**src/bfloat16_to_int8_convert_defines.svh**
```systemverilog
// Assertion macros shared by the conversion block.
`ifndef BFLOAT16_TO_INT8_CONVERT_DEFINES_SVH
`define BFLOAT16_TO_INT8_CONVERT_DEFINES_SVH
`define BF_ASSERT_IMPL(label, clk, rst_n, ante, cons, msg) \
	label: assert property (@(posedge clk) disable iff (!rst_n) (ante) |-> (cons)) \
		else $error(msg);
`define BF_ASSERT_NEXT(label, clk, rst_n, ante, cons, msg) \
	label: assert property (@(posedge clk) disable iff (!rst_n) (ante) |=> (cons)) \
		else $error(msg);
`endif

```
**src/bf2i8_pkg.sv**
```systemverilog
// Package with rounding mode codes and field widths for the conversion block.
package bf2i8_pkg;
	localparam int unsigned BfWidth = 16;
	localparam int unsigned ModeWidth = 3;
	localparam logic [7:0] ExpMax = 8'hFF;
	localparam logic [7:0] ExpIntPoint = 8'd134;
	localparam logic [7:0] PosSat = 8'h7F;
	localparam logic [7:0] NegSat = 8'h80;
	typedef enum logic [ModeWidth-1:0] {
		RM_NEAREST_EVEN = 3'd0,
		RM_TOWARD_ZERO  = 3'd1,
		RM_DOWN         = 3'd2,
		RM_UP           = 3'd3,
		RM_NEAREST_MAX  = 3'd4
	} round_mode_t;
endpackage

```
**src/bf2i8_if.sv**
```systemverilog
// Valid/ready channel interfaces for input and result items.
interface bf2i8_in_if;
	logic valid;
	logic ready;
	logic [15:0] bf16_value;
	logic [2:0] rounding_mode;
	modport source(output valid, bf16_value, rounding_mode, input ready);
	modport sink(input valid, bf16_value, rounding_mode, output ready);
endinterface

interface bf2i8_out_if;
	logic valid;
	logic ready;
	logic signed [7:0] int_value;
	logic invalid_flag;
	logic inexact_flag;
	modport source(output valid, int_value, invalid_flag, inexact_flag, input ready);
	modport sink(input valid, int_value, invalid_flag, inexact_flag, output ready);
endinterface

```
**src/bfloat16_to_int8_convert.sv**
```systemverilog
// Top level: bfloat16 to signed 8-bit integer conversion with rounding modes.
//
// Channel  Role    Payload
// in       sink    bf16_value, rounding_mode
// out      source  int_value, invalid_flag, inexact_flag
//
// Each item is registered at input, converted in one combinational pass and
// held in the result register: one item per cycle while out.ready stays high.
// The input register refills whenever the result register is empty or is
// being taken, so a stalled result blocks at most one more item.
// Reset clears both valid bits; payload registers are not reset.
`include "bfloat16_to_int8_convert_defines.svh"
module bfloat16_to_int8_convert (
	input logic clk,
	input logic arst_n,
	bf2i8_in_if.sink in,
	bf2i8_out_if.source out
);
	import bf2i8_pkg::*;

	logic v_s1, v_s2;
	logic [15:0] bits_s1;
	logic [2:0] mode_s1;
	logic [7:0] res_s2;
	logic inv_s2, inx_s2;
	logic adv;

	logic neg, nan, inf_exp, over_exp, sub;
	logic [7:0] ex, sig, ipart, rs, res_c;
	logic [6:0] frac;
	logic [8:0] mag;
	logic [15:0] wide;
	logic half, sticky, inc, inv_c, inx_c, over;

	assign adv = !v_s2 || out.ready;
	assign in.ready = !v_s1 || adv;

	always_comb begin
		neg = bits_s1[15];
		ex = bits_s1[14:7];
		frac = bits_s1[6:0];
		sig = {(ex != 8'd0), frac};
		inf_exp = (ex == ExpMax);
		nan = inf_exp && (frac != 7'd0);
		over_exp = !inf_exp && (ex > ExpIntPoint);
		sub = (ex == 8'd0);
		rs = sub ? 8'd16 : (ExpIntPoint - ex);
		if (rs > 8'd16) rs = 8'd16;
		wide = {sig, 8'd0} >> rs[4:0];
		ipart = wide[15:8];
		half = wide[7];
		sticky = (wide[6:0] != 7'd0) || (rs[4] && sig != 8'd0);
		if (sub) begin
			half = 1'b0;
			ipart = 8'd0;
		end
		inx_c = half || sticky;
		case (mode_s1)
			RM_NEAREST_EVEN: inc = half && (sticky || ipart[0]);
			RM_DOWN: inc = neg && inx_c;
			RM_UP: inc = !neg && inx_c;
			RM_NEAREST_MAX: inc = half;
			default: inc = 1'b0;
		endcase
		mag = {1'b0, ipart} + {8'd0, inc};
		over = over_exp || (neg ? (mag > 9'd128) : (mag > 9'd127));
		inv_c = inf_exp || over;
		if (nan) neg = 1'b0;
		if (inv_c) begin
			inx_c = 1'b0;
			res_c = neg ? NegSat : PosSat;
		end else begin
			res_c = neg ? (8'd0 - mag[7:0]) : mag[7:0];
		end
	end

	always_ff @(posedge clk or negedge arst_n) begin
		if (!arst_n) begin
			v_s1 <= 1'b0;
			v_s2 <= 1'b0;
		end else begin
			if (in.ready) v_s1 <= in.valid;
			if (adv) v_s2 <= v_s1;
		end
	end

	always_ff @(posedge clk) begin
		if (in.valid && in.ready) begin
			bits_s1 <= in.bf16_value;
			mode_s1 <= in.rounding_mode;
		end
		if (adv && v_s1) begin
			res_s2 <= res_c;
			inv_s2 <= inv_c;
			inx_s2 <= inx_c;
		end
	end

	assign out.valid = v_s2;
	assign out.int_value = res_s2;
	assign out.invalid_flag = inv_s2;
	assign out.inexact_flag = inx_s2;

	`BF_ASSERT_IMPL(a_flags_excl, clk, arst_n, v_s2, !(inv_s2 && inx_s2),
		"invalid and inexact both set")
	`BF_ASSERT_NEXT(a_hold, clk, arst_n, v_s2 && !out.ready, v_s2 && $stable(res_s2),
		"stalled result changed")
	`BF_ASSERT_IMPL(a_sat, clk, arst_n, v_s2 && inv_s2,
		res_s2 == PosSat || res_s2 == NegSat, "invalid result not saturated")
	`BF_ASSERT_NEXT(a_move, clk, arst_n, v_s1 && adv, v_s2,
		"stage one item lost")
endmodule
```
**src/flat_wrapper.sv**
```systemverilog
// flat-port wrapper written by rule: the top's interface ports become plain ports
module bfloat16_to_int8_convert_flat import bf2i8_pkg::*;
  (clk, arst_n, in_valid, in_bf16_value, in_rounding_mode, in_ready, out_valid, out_int_value, out_invalid_flag, out_inexact_flag, out_ready);
  bf2i8_in_if in_i ();
  bf2i8_out_if out_i ();
  input logic clk;
  input logic arst_n;
  input wire logic [$bits(in_i.valid)-1:0] in_valid;
  input wire logic [$bits(in_i.bf16_value)-1:0] in_bf16_value;
  input wire logic [$bits(in_i.rounding_mode)-1:0] in_rounding_mode;
  output wire logic [$bits(in_i.ready)-1:0] in_ready;
  output wire logic [$bits(out_i.valid)-1:0] out_valid;
  output wire logic [$bits(out_i.int_value)-1:0] out_int_value;
  output wire logic [$bits(out_i.invalid_flag)-1:0] out_invalid_flag;
  output wire logic [$bits(out_i.inexact_flag)-1:0] out_inexact_flag;
  input wire logic [$bits(out_i.ready)-1:0] out_ready;
  assign in_i.valid = in_valid;
  assign in_i.bf16_value = in_bf16_value;
  assign in_i.rounding_mode = in_rounding_mode;
  assign in_ready = in_i.ready;
  assign out_valid = out_i.valid;
  assign out_int_value = out_i.int_value;
  assign out_invalid_flag = out_i.invalid_flag;
  assign out_inexact_flag = out_i.inexact_flag;
  assign out_i.ready = out_ready;
  bfloat16_to_int8_convert u_core (.clk(clk), .arst_n(arst_n), .in(in_i), .out(out_i));
endmodule
```
**config.mk**
```make
export PLATFORM = sky130hd
export DESIGN_NAME = bfloat16_to_int8_convert_flat
export DESIGN_NICKNAME = d
export VERILOG_FILES = /design/src/bf2i8_pkg.sv /design/src/bf2i8_if.sv /design/src/bfloat16_to_int8_convert.sv /design/src/flat_wrapper.sv
export VERILOG_INCLUDE_DIRS = /design/src /design/src/src
export SDC_FILE = /design/constraint.sdc
export NUM_CORES = 1
export LEC_CHECK = 0
export BUFFER_PORTS_ARGS = -buffer_cell sky130_fd_sc_hd__buf_2
export CORE_MARGIN = 3
export CORE_UTILIZATION = 62
export CTS_CLUSTER_SIZE = 30
export DETAILED_ROUTE_END_ITERATION = 12
export PLACE_DENSITY = 0.86
export SKIP_CTS_REPAIR_TIMING = 1
export SYNTH_ARGS = -nofsm -noshare
export SYNTH_HDL_FRONTEND = slang
export SYNTH_SLANG_ARGS = --single-unit
```
**constraint.sdc**
```tcl
create_clock -name clk -period 14.06 [get_ports clk]
set_clock_uncertainty 0.1 [all_clocks]
set_input_delay 1.406 -clock clk [delete_from_list [all_inputs] [get_ports clk]]
set_output_delay 1.406 -clock clk [all_outputs]
set_load 0.02 [all_outputs]
```
Word-level counts from Yosys, hierarchy flattened
Index checks and enable logic that the tools add are counted.
{ "classes": {"addsub": 3, "mul": 0, "n_div": 0, "order_cmp": 4, "n_eq_ne": 4, "shifts": 1, "mux": 10, "bitwise": 0, "n_reduce_logical": 25} }
{ "ops": {"columns": ["cell", "count"], "rows": [
  ["$mux W8", 5],
  ["$reduce_bool A8 Y1", 2],
  ["$shr A16 B5 Y16", 1],
  ["$reduce_bool A7 Y1", 2],
  ["$add A8 B1 Y9", 1],
  ["$gt A9 B7 Y1 const B", 1],
  ["$gt A9 B8 Y1 const B", 1],
  ["$eq A8 B8 Y1 const B", 1],
  ["$gt A8 B5 Y1 const B", 1],
  ["$gt A8 B8 Y1 const B", 1],
  ["$logic_and A1 B1 Y1", 8],
  ["$logic_not A8 Y1", 1],
  ["$sub A1 B8 Y8 const A", 1],
  ["$sub A8 B8 Y8 const A", 1],
  ["$logic_or A1 B1 Y1", 7],
  ["$eq A3 B2 Y1 const B", 2],
  ["$mux W5", 1],
  ["$logic_not A1 Y1", 4],
  ["$pmux W1 S4", 1],
  ["$eq A3 B3 Y1 const B", 1],
  ["$logic_not A3 Y1", 1],
  ["$mux W1", 3]
]} }
{ "totals": {"regBits": 31, "latchBits": 0, "ram_bits": 0, "mem_bits_ro": 0, "input_bits": 23, "output_inout_bits": 12, "word_cells": 54, "n_memories": 0} }

Depth between registers and ports, before layout
Gate-level depths: netlist of the first run.
{ "depth": {"word_depth": 16, "mapped_depth": 25} }

Worst setup path before layout of the first run
OpenSTA, ideal clock, no wires.
{ "synth_path": {"kind": "reg2reg", "startpoint": "register u_core.bits_s1[7]", "endpoint": "register u_core.res_s2[3], in the netlist u_core.out.int_value[3], data pin", "setup_time_ps": 265, "t_arrival_ps": 5289, "required_ps": 13695, "path_slack_ps": 8406, "path_stages_with_launch": 24, "synth_period_minus_slack_ps": 5654, "cell_sequence": "edfxtp_1 ha_1 a2111oi_2 and4b_1 o32ai_2 buf_2 nor2_1 mux2i_1 or3b_2 o21ai_0 o21ai_0 a31o_2 nor4_1 nor3_1 ha_1 ha_1 inv_1 ha_1 o31ai_1 a311o_1 a2111o_1 a31oi_4 inv_1 a2bb2oi_2"} }
{ "synth_between": {"elab_chain_len": 16, "word_cells_on_any_way": 35} }
{ "synth_lines": {"columns": ["item", "line_no", "text"], "rows": [
  ["start: declaration", "bfloat16_to_int8_convert.sv:22", "logic [15:0] bits_s1;"],
  ["start signal: assignment", "bfloat16_to_int8_convert.sv:89", "bits_s1 <= in.bf16_value;"],
  ["$sub A8 B8 Y8 / $logic_not A8 Y1 (equally long branches)", "bfloat16_to_int8_convert.sv:47, bfloat16_to_int8_convert.sv:46", null],
  ["$mux W8", "bfloat16_to_int8_convert.sv:47", "rs = sub ? 8'd16 : (ExpIntPoint - ex);"],
  ["$gt A8 B5 Y1", "bfloat16_to_int8_convert.sv:48", "if (rs > 8'd16) rs = 8'd16;"],
  ["$mux W5", "bfloat16_to_int8_convert.sv:48", null],
  ["$shr A16 B5 Y16", "bfloat16_to_int8_convert.sv:49", "wide = {sig, 8'd0} >> rs[4:0];"],
  ["$reduce_bool A7 Y1", "bfloat16_to_int8_convert.sv:52", "sticky = (wide[6:0] != 7'd0) || (rs[4] && sig != 8'd0);"],
  ["$logic_or A1 B1 Y1", "bfloat16_to_int8_convert.sv:52", null],
  ["$logic_or A1 B1 Y1 (on tied branches)", "bfloat16_to_int8_convert.sv:57, bfloat16_to_int8_convert.sv:59", null],
  ["[2 not listed]", null, null],
  ["$add A8 B1 Y9", "bfloat16_to_int8_convert.sv:65", "mag = {1'b0, ipart} + {8'd0, inc};"],
  ["$gt A9 B7 Y1 / $gt A9 B8 Y1 (equally long branches)", "bfloat16_to_int8_convert.sv:66", "over = over_exp || (neg ? (mag > 9'd128) : (mag > 9'd127));"],
  ["$mux W1", "bfloat16_to_int8_convert.sv:66", null],
  ["$logic_or A1 B1 Y1", "bfloat16_to_int8_convert.sv:66", null],
  ["$logic_or A1 B1 Y1 (*)", "bfloat16_to_int8_convert.sv:67", "inv_c = inf_exp || over;"],
  ["net u_core.inv_c", "bfloat16_to_int8_convert.sv:33", "logic half, sticky, inc, inv_c, inx_c, over;"],
  ["$mux W8 (*)", "bfloat16_to_int8_convert.sv:69", "if (inv_c) begin"],
  ["net u_core.res_c[3]", "bfloat16_to_int8_convert.sv:29", "logic [7:0] ex, sig, ipart, rs, res_c;"],
  ["end signal: assignment", "bfloat16_to_int8_convert.sv:93", "res_s2 <= res_c;"],
  ["end: declaration", "bfloat16_to_int8_convert.sv:24", "logic [7:0] res_s2;"]
]} }
The timed path passes the listed nets; every way through them passes the cells marked *.
A chain may end at the register's enable or synchronous reset.

Worst setup path after layout of the first run
{ "layout_path": {"startpoint": "register u_core.bits_s1[7]", "endpoint": "register u_core.res_s2[2], in the netlist u_core.out.int_value[2], data pin"} }
The elaborated chain is that of the path after synthesis.

==> results of run 1 <==
## final timing paths
kind                                    from                       to
setup / recovery           u_core.bits_s1[7]  u_core.out.int_value[2]
hold reg to reg                  u_core.v_s1         u_core.out.valid
min in group asynchronous             arst_n              u_core.v_s1
setup reg to reg           u_core.bits_s1[7]  u_core.out.int_value[2]
hold / removal                   u_core.v_s1         u_core.out.valid
max in group asynchronous             arst_n         u_core.out.valid
## power breakdown
group / internal, mW / total [mW] / switching (mW)
clock: 0.0573 / 0.0915 / 0.0342
sequential: 0.110 / 0.118 / 0.00768
combinational: 0.0200 / 0.0538 / 0.0337
## per-stage QoR
| stage | area [µm²] | power [mW] |
|---|---|---|
| 5_1_grt | 2650 | 0.273 |
| 6_report | 2650 | 0.263 |
| 2_1_floorplan | 2380 | 0.158 |
| 3_3_place_gp | 2530 | 0.169 |
| 4_1_cts | 2650 | 0.263 |
| 3_5_place_dp | 2530 | 0.171 |
## cell usage in the layout (no fill, tap or decap), drive strengths merged, types with 5 or more instances in the layout
cell / n
buf: 34
nand2: 10
inv: 6
nor3: 10
nor2: 19
o31ai: 6
or3: 5
o21ai: 13
clkbuf: 6
nand3: 10
edfxtp: 29
nor4: 8
ha: 7
xnor2: 9
xor2: 5
a31oi: 7
a21oi: 25
nand2b: 9
## per-layer routing
layer	up-vias	track usage
met5	-	0
met4	0	0.164
met3	29	0.0722
met2	140	0.422
met1	992	0.337
li1	1018	-
## final cells by class
class                           count  share of cell area
Clock buffer                        6              0.0312
Clock inverter                      2              0.0132
Inverter                            7             0.00992
Multi-Input combinational cell    196               0.512
Sequential cell                    31               0.347
Tap cell                           46              0.0217
Timing Repair Buffer               34              0.0642
## sequential cells by signal (all words and copies together), names as in the netlist
signal	flops
u_core.bits_s1	16
u_core.out.int_value	8
u_core.mode_s1	3
u_core.out.inexact_flag	1
u_core.out.invalid_flag	1
u_core.out.valid	1
u_core.v_s1	1
## cells by family (layout without fill, tap and decap cells)
group / Yosys count / after routing / share of synthesized area
and+or+nand+nor: 91 / 91 / 0.219
AOI/OAI and AO/OA: 79 / 79 / 0.237
DFF: 31 / 31 / 0.386
buffers and inverters: 21 / 49 / 0.0446
xor gates and xnor gates: 14 / 14 / 0.0546
adders and majority gates: 7 / 7 / 0.0367
muxes: 5 / 5 / 0.0215
## worst reg2reg max path, stage by stage, from the launching register on
cell       delay, ns
edfxtp_1        0.71
ha_1            0.47
a2111oi_2       0.49
nor3b_1         0.13
o32ai_2         0.66
nor2_1          0.22
mux2i_1         0.23
or3b_2          0.45
o21ai_0         0.09
o21ai_0         0.11
a31o_2          0.25
nor2_1          0.25
nor3_1          0.10
ha_1            0.22
ha_1            0.32
inv_1           0.11
ha_1            0.20
o31ai_1         0.08
a311o_1         0.39
a2111o_1        0.35
a31oi_4         0.36
inv_1           0.16
a2bb2oi_1       0.18
==> flow_summary_export.csv, run 1 <==
group,metric,value,unit
sta,fin_tns_setup,0,ns
floorplan,core,3520,µm²
sta,finalHoldViolCount,0,
setup_path,worstPathCellList,"ha_1 -> a2111oi_2 -> nor3b_1 -> o32ai_2 -> nor2_1 -> mux2i_1 -> or3b_2 -> o21ai_0 -> o21ai_0 -> a31o_2 -> nor2_1 -> nor3_1 -> ha_1 -> ha_1 -> inv_1 -> ha_1 -> o31ai_1 -> a311o_1 -> a2111o_1 -> a31oi_4 -> inv_1 -> a2bb2oi_1",
floorplan,dieArea,4630,µm²
routing,drtIter0Drc,172,
setup_path,worst-path-stages,22,
sta,fin_hold_ws,0.410,ns
routing,drt_pre_antenna_iters,5,
sta,slew_viol_final,0,
routing,drt-met1-wl,2350,µm
logic_synthesis,synth_cells,248,
logic_synthesis,synth.distinct_cells,61,
logic_synthesis,synth-edff-count,29,
routing,wl,5810,µm
logic_synthesis,synth_most_common_cell,"edfxtp_1",
setup_path,rrSetupSlack,7.18,ns
setup_path,cp.arrival,6.80,ns
sta,period_share,0.490,
global_routing,track_usage,0.272,
layout,synthToLayoutAreaGrowth,11.1,%
placed_design,place_inst,314,
placed_design,hpwl,4140,µm
sta,slew_headroom,0.372,
setup_path,cp_common_cell,"ha_1",
logic_synthesis,yosysTopAreaCell,"edfxtp_1",
routing,maxUsedRoutingLayer,"met4",
clock_tree,cts_tree,"done",
floorplan,initial_core_util,0.677,
power,power_per_cell_area,99.2,nW/µm²
logic_synthesis,yosysSeqAreaShare,0.386,
global_routing,grt_max_degree,26,
layout,regArea,921,µm²
placed_design,place_ws,7.33,ns
routing,viasPerCell,6.77,
routing,post_drt_wl_per_cell,18.0,µm
logic_synthesis,synth_top_area_share,0.365,
setup_path,endpoint_kind,"register",
power,p_leak,0.951,nW
global_routing,grt_remaining_overflow,0,
layout,insertedDiodeCount,0,
power,ir_worst_vdd,93.8,µV
layout,multi_input_area,1360,µm²
outcome,status,"finished clean",
logic_synthesis,synth_area,2380,µm²
logic_synthesis,synthTopCellsByCount,"edfxtp_1 (29), a21oi_1 (24), nor2_1 (19), o21ai_0 (11)",
clock_tree,clk_pin_slew,0.07,ns
routing,vias,2179,
setup_path,critical_path_required,13.98,ns
global_routing,antenna_found_initial,0,
setup_path,slowest_delay,0.71,ns
floorplan,ios,35,
setup_path,crit_fanout,25,
setup_path,slowest_stage,"edfxtp_1",
routing,ant_nets,0,
sta,finalSetupViolCount,0,
logic_synthesis,ys_seq_elements,31,
setup_path,cp_top_family,"compound AO/OA/AOI/OAI gates",
setup_path,crit_buf_inv,2,
sta,fmax,0.145,GHz
layout,n_fill_cell,263,
clock_tree,clkSinkCount,31,
routing,wl_met2,2670,µm
floorplan,num_rows,21,
logic_synthesis,synth_warnings,0,
setup_path,setup.worst_path.start_class,"register",
setup_path,rr_worst_depth,22,
clock_tree,cts_root_buf,"clkbuf_8",
sta,layout_min_cycle_time,6.88,ns
logic_synthesis,avgSynthCellArea,9.62,µm²
hold_path,min_path_cells,1,
sta,worstMarginPinSlew,0.938,ns
layout,layoutNonFillerInstCount,322,
setup_path,criticalPathCategory,"register to register",
routing,dr_wl_met3,539,µm
logic_synthesis,async_reset_ff_frac,0.0645,
clock_tree,htreeDepth,2,
layout,layout.nets,305,
layout,post-route-util,0.753,
logic_synthesis,synth_nets,278,
layout,drive_gt1_frac,0.214,
hold_path,hold_path_class,"register to register",
floorplan,die_y,68.0,µm
logic_synthesis,synthFlopType,"edfxtp_1",
clock_tree,numCtsBuffers,5,
clock_tree,clkLatencyLatePin,0.29,ns
placed_design,gp_congestion,0.923,
placed_design,io_buffers,34,
sta,grt_setup_unrepaired,"no",
sta,setup_slack,7.18,ns
routing,route.detailed.drc,0,
flow_run,drv_cap,0,
logic_synthesis,synth.area.top_cells,"edfxtp_1 (37%), a21oi_1 (5.0%), ha_1 (3.7%)",
global_routing,grt_pass1_vias,2005,
floorplan,die_x,68.0,µm
clock_tree,cts_buffer_depth,2,
global_routing,grt_first_pass_wirelength,9140,µm
Note: power is estimated with default switching activity, not from simulation.
==> inputs of run 2 (changes only) <==
CORE_UTILIZATION = 52   (was 62)
PLACE_DENSITY = 0.77   (was 0.86)
clock period = 6 ns   (was 14.06 ns; I/O delays follow)
==> flow_summary_export.csv, run 2 (same netlist as run 1, synthesis figures left out) <==
group,metric,value,unit
layout,insertedDiodeCount,0,
setup_path,rr_startpoint,"u_core.bits_s1[8]",
global_routing,grt_first_pass_wirelength,8580,µm
setup_path,rr_worst_depth,22,
setup_path,cp.arrival,5.72,ns
setup_path,slowest_delay,0.49,ns
setup_path,worstPathCellList,"ha_4 -> a2111o_1 -> nor4_4 -> o32ai_4 -> nor2_2 -> mux2i_1 -> or3b_2 -> o21ai_0 -> o21ai_0 -> a31o_2 -> nor4_1 -> nor3_1 -> ha_1 -> ha_2 -> inv_2 -> ha_2 -> o31ai_1 -> a311o_1 -> a2111o_1 -> a31oi_4 -> o22ai_1 -> a21o_1",
setup_path,worstSetupEndpoint,"u_core.out.int_value[7]",
floorplan,initial_core_util,0.544,
sta,fin_hold_ws,0.395,ns
layout,layout.nets,318,
routing,route.detailed.drc,0,
routing,vias,2168,
layout,regArea,921,µm²
sta,layout_min_cycle_time,5.79,ns
sta,fmax,0.173,GHz
clock_tree,cts_tree,"done",
setup_path,crit_fanout,8,
layout,final_common_cell,"buf_2",
floorplan,die_y,73.7,µm
power,p_leak,1.01,nW
routing,ant_nets,0,
sta,period_share,0.965,
outcome,status,"finished clean",
hold_path,hold_path_class,"primary input to register",
global_routing,grt_max_degree,24,
floorplan,die_x,73.7,µm
clock_tree,numCtsBuffers,5,
setup_path,criticalPathCategory,"register to register",
placed_design,hpwl,3950,µm
routing,drt_pre_antenna_iters,5,
global_routing,track_usage,0.203,
layout,final_cell_mix,"buf_2 (34), edfxtp_1 (29), a21oi_1 (22)",
sta,worstMarginPinSlew,0.766,ns
clock_tree,clkSinkCount,31,
global_routing,grt_pass1_vias,1872,
routing,drtIter0Drc,201,
power,ir_worst_vdd,184,µV
setup_path,critical_path_required,5.93,ns
layout,n_fill_cell,349,
global_routing,antenna_found_initial,0,
layout,multi_input_area,1440,µm²
clock_tree,clk_pin_slew,0.06,ns
clock_tree,htreeDepth,2,
clock_tree,cts_root_buf,"clkbuf_8",
floorplan,core,4380,µm²
layout,drive_gt1_frac,0.280,
setup_path,rrSetupSlack,0.21,ns
power,power_per_cell_area,207,nW/µm²
floorplan,ios,35,
routing,viasPerCell,6.36,
sta,finalSetupViolCount,0,
floorplan,dieArea,5430,µm²
setup_path,crit_start,"u_core.bits_s1[8]",
clock_tree,cts_buffer_depth,2,
clock_tree,clkLatencyLatePin,0.27,ns
setup_path,endpoint_kind,"register",
placed_design,gp_congestion,1.00,
layout,largest_register_ffs,16,
flow_run,drv_cap,0,
global_routing,grt_remaining_overflow,0,
placed_design,io_buffers,34,
setup_path,setup.worst_path.start_class,"register",
routing,wl,5580,µm
floorplan,num_rows,24,
layout,largest-register,"u_core.bits_s1",
setup_path,slowest_stage,"edfxtp_1",
sta,slew_headroom,0.489,
routing,post_drt_wl_per_cell,16.4,µm
sta,slew_viol_final,0,
setup_path,timing.rr.end,"u_core.out.int_value[7]",
layout,synthToLayoutAreaGrowth,18.7,%
sta,finalHoldViolCount,0,
power,p_total,0.587,mW
run 2: cell types whose count changed in the layout (fill, tap and decap cells not counted), moves of 2 or more:
cell,before,now
a21oi_1,24,22
buf_4,0,10
buf_6,0,2
ha_1,7,4
ha_2,0,2
inv_1,6,4
inv_2,0,2
run 2: worst min path at each step:
stage	from	endpoint	cells after the start
floorplan	arst_n	u_core.out.valid	0
global placement	arst_n	u_core.out.valid	1
detailed placement	arst_n	u_core.v_s1	1
CTS	arst_n	u_core.out.valid	1
global route	in_bf16_value[7]	u_core.bits_s1[7]	1
finish	in_bf16_value[1]	u_core.bits_s1[1]	1
run 2: per-stage QoR:
| stage | worst slack [ns] | instance area (µm²) | util | setup TNS [ns] | cells |
|---|---|---|---|---|---|
| finish | 0.209 | 2830 | 0.646 | 0 | 341 |
| global route | -0.0624 | 2830 | 0.646 | -0.254 | 341 |
| CTS | 0.100 | 2700 | 0.615 | 0 | 335 |
| detailed placement | 0.122 | 2590 | 0.591 | 0 | 327 |
| global placement | 0.284 | 2590 | 0.591 | 0 | 327 |
| floorplan | 0.346 | 2380 | - | 0 | 248 |
run 2: area by class of cell:
class                      instances  share of cell area
clock buffer                       7              0.0340
clock inverter                     1             0.00265
inverter                           7             0.00928
tap                               52              0.0230
sequential                        31               0.325
timing repair buffer              47              0.0981
multi-input combinational        196               0.508
run 2: worst max-delay path, delay by kind of cell, from the launching register on:
kind | cells | cell delay (ns)
flops | 1 | 0.49
buf+inv | 1 | 0.08
compound gates | 11 | 2.45
fa+ha+maj | 4 | 0.95
mux | 1 | 0.25
simple gates | 5 | 1.22
run 2: power breakdown:
part | switching, mW | total, mW | internal, mW
sequential | 0.0167 | 0.274 | 0.258
combinational | 0.0825 | 0.137 | 0.0548
clock | 0.0718 | 0.176 | 0.104
run 2: layer usage:
| layer | GRT usage | up-vias | routed length [µm] |
|---|---|---|---|
| met5 | 0 | - | 0 |
| met3 | 0.0383 | 21 | 346 |
| li1 | - | 1042 | - |
| met4 | 0.0986 | 0 | 178 |
| met2 | 0.331 | 103 | 2740 |
| met1 | 0.257 | 1002 | 2310 |
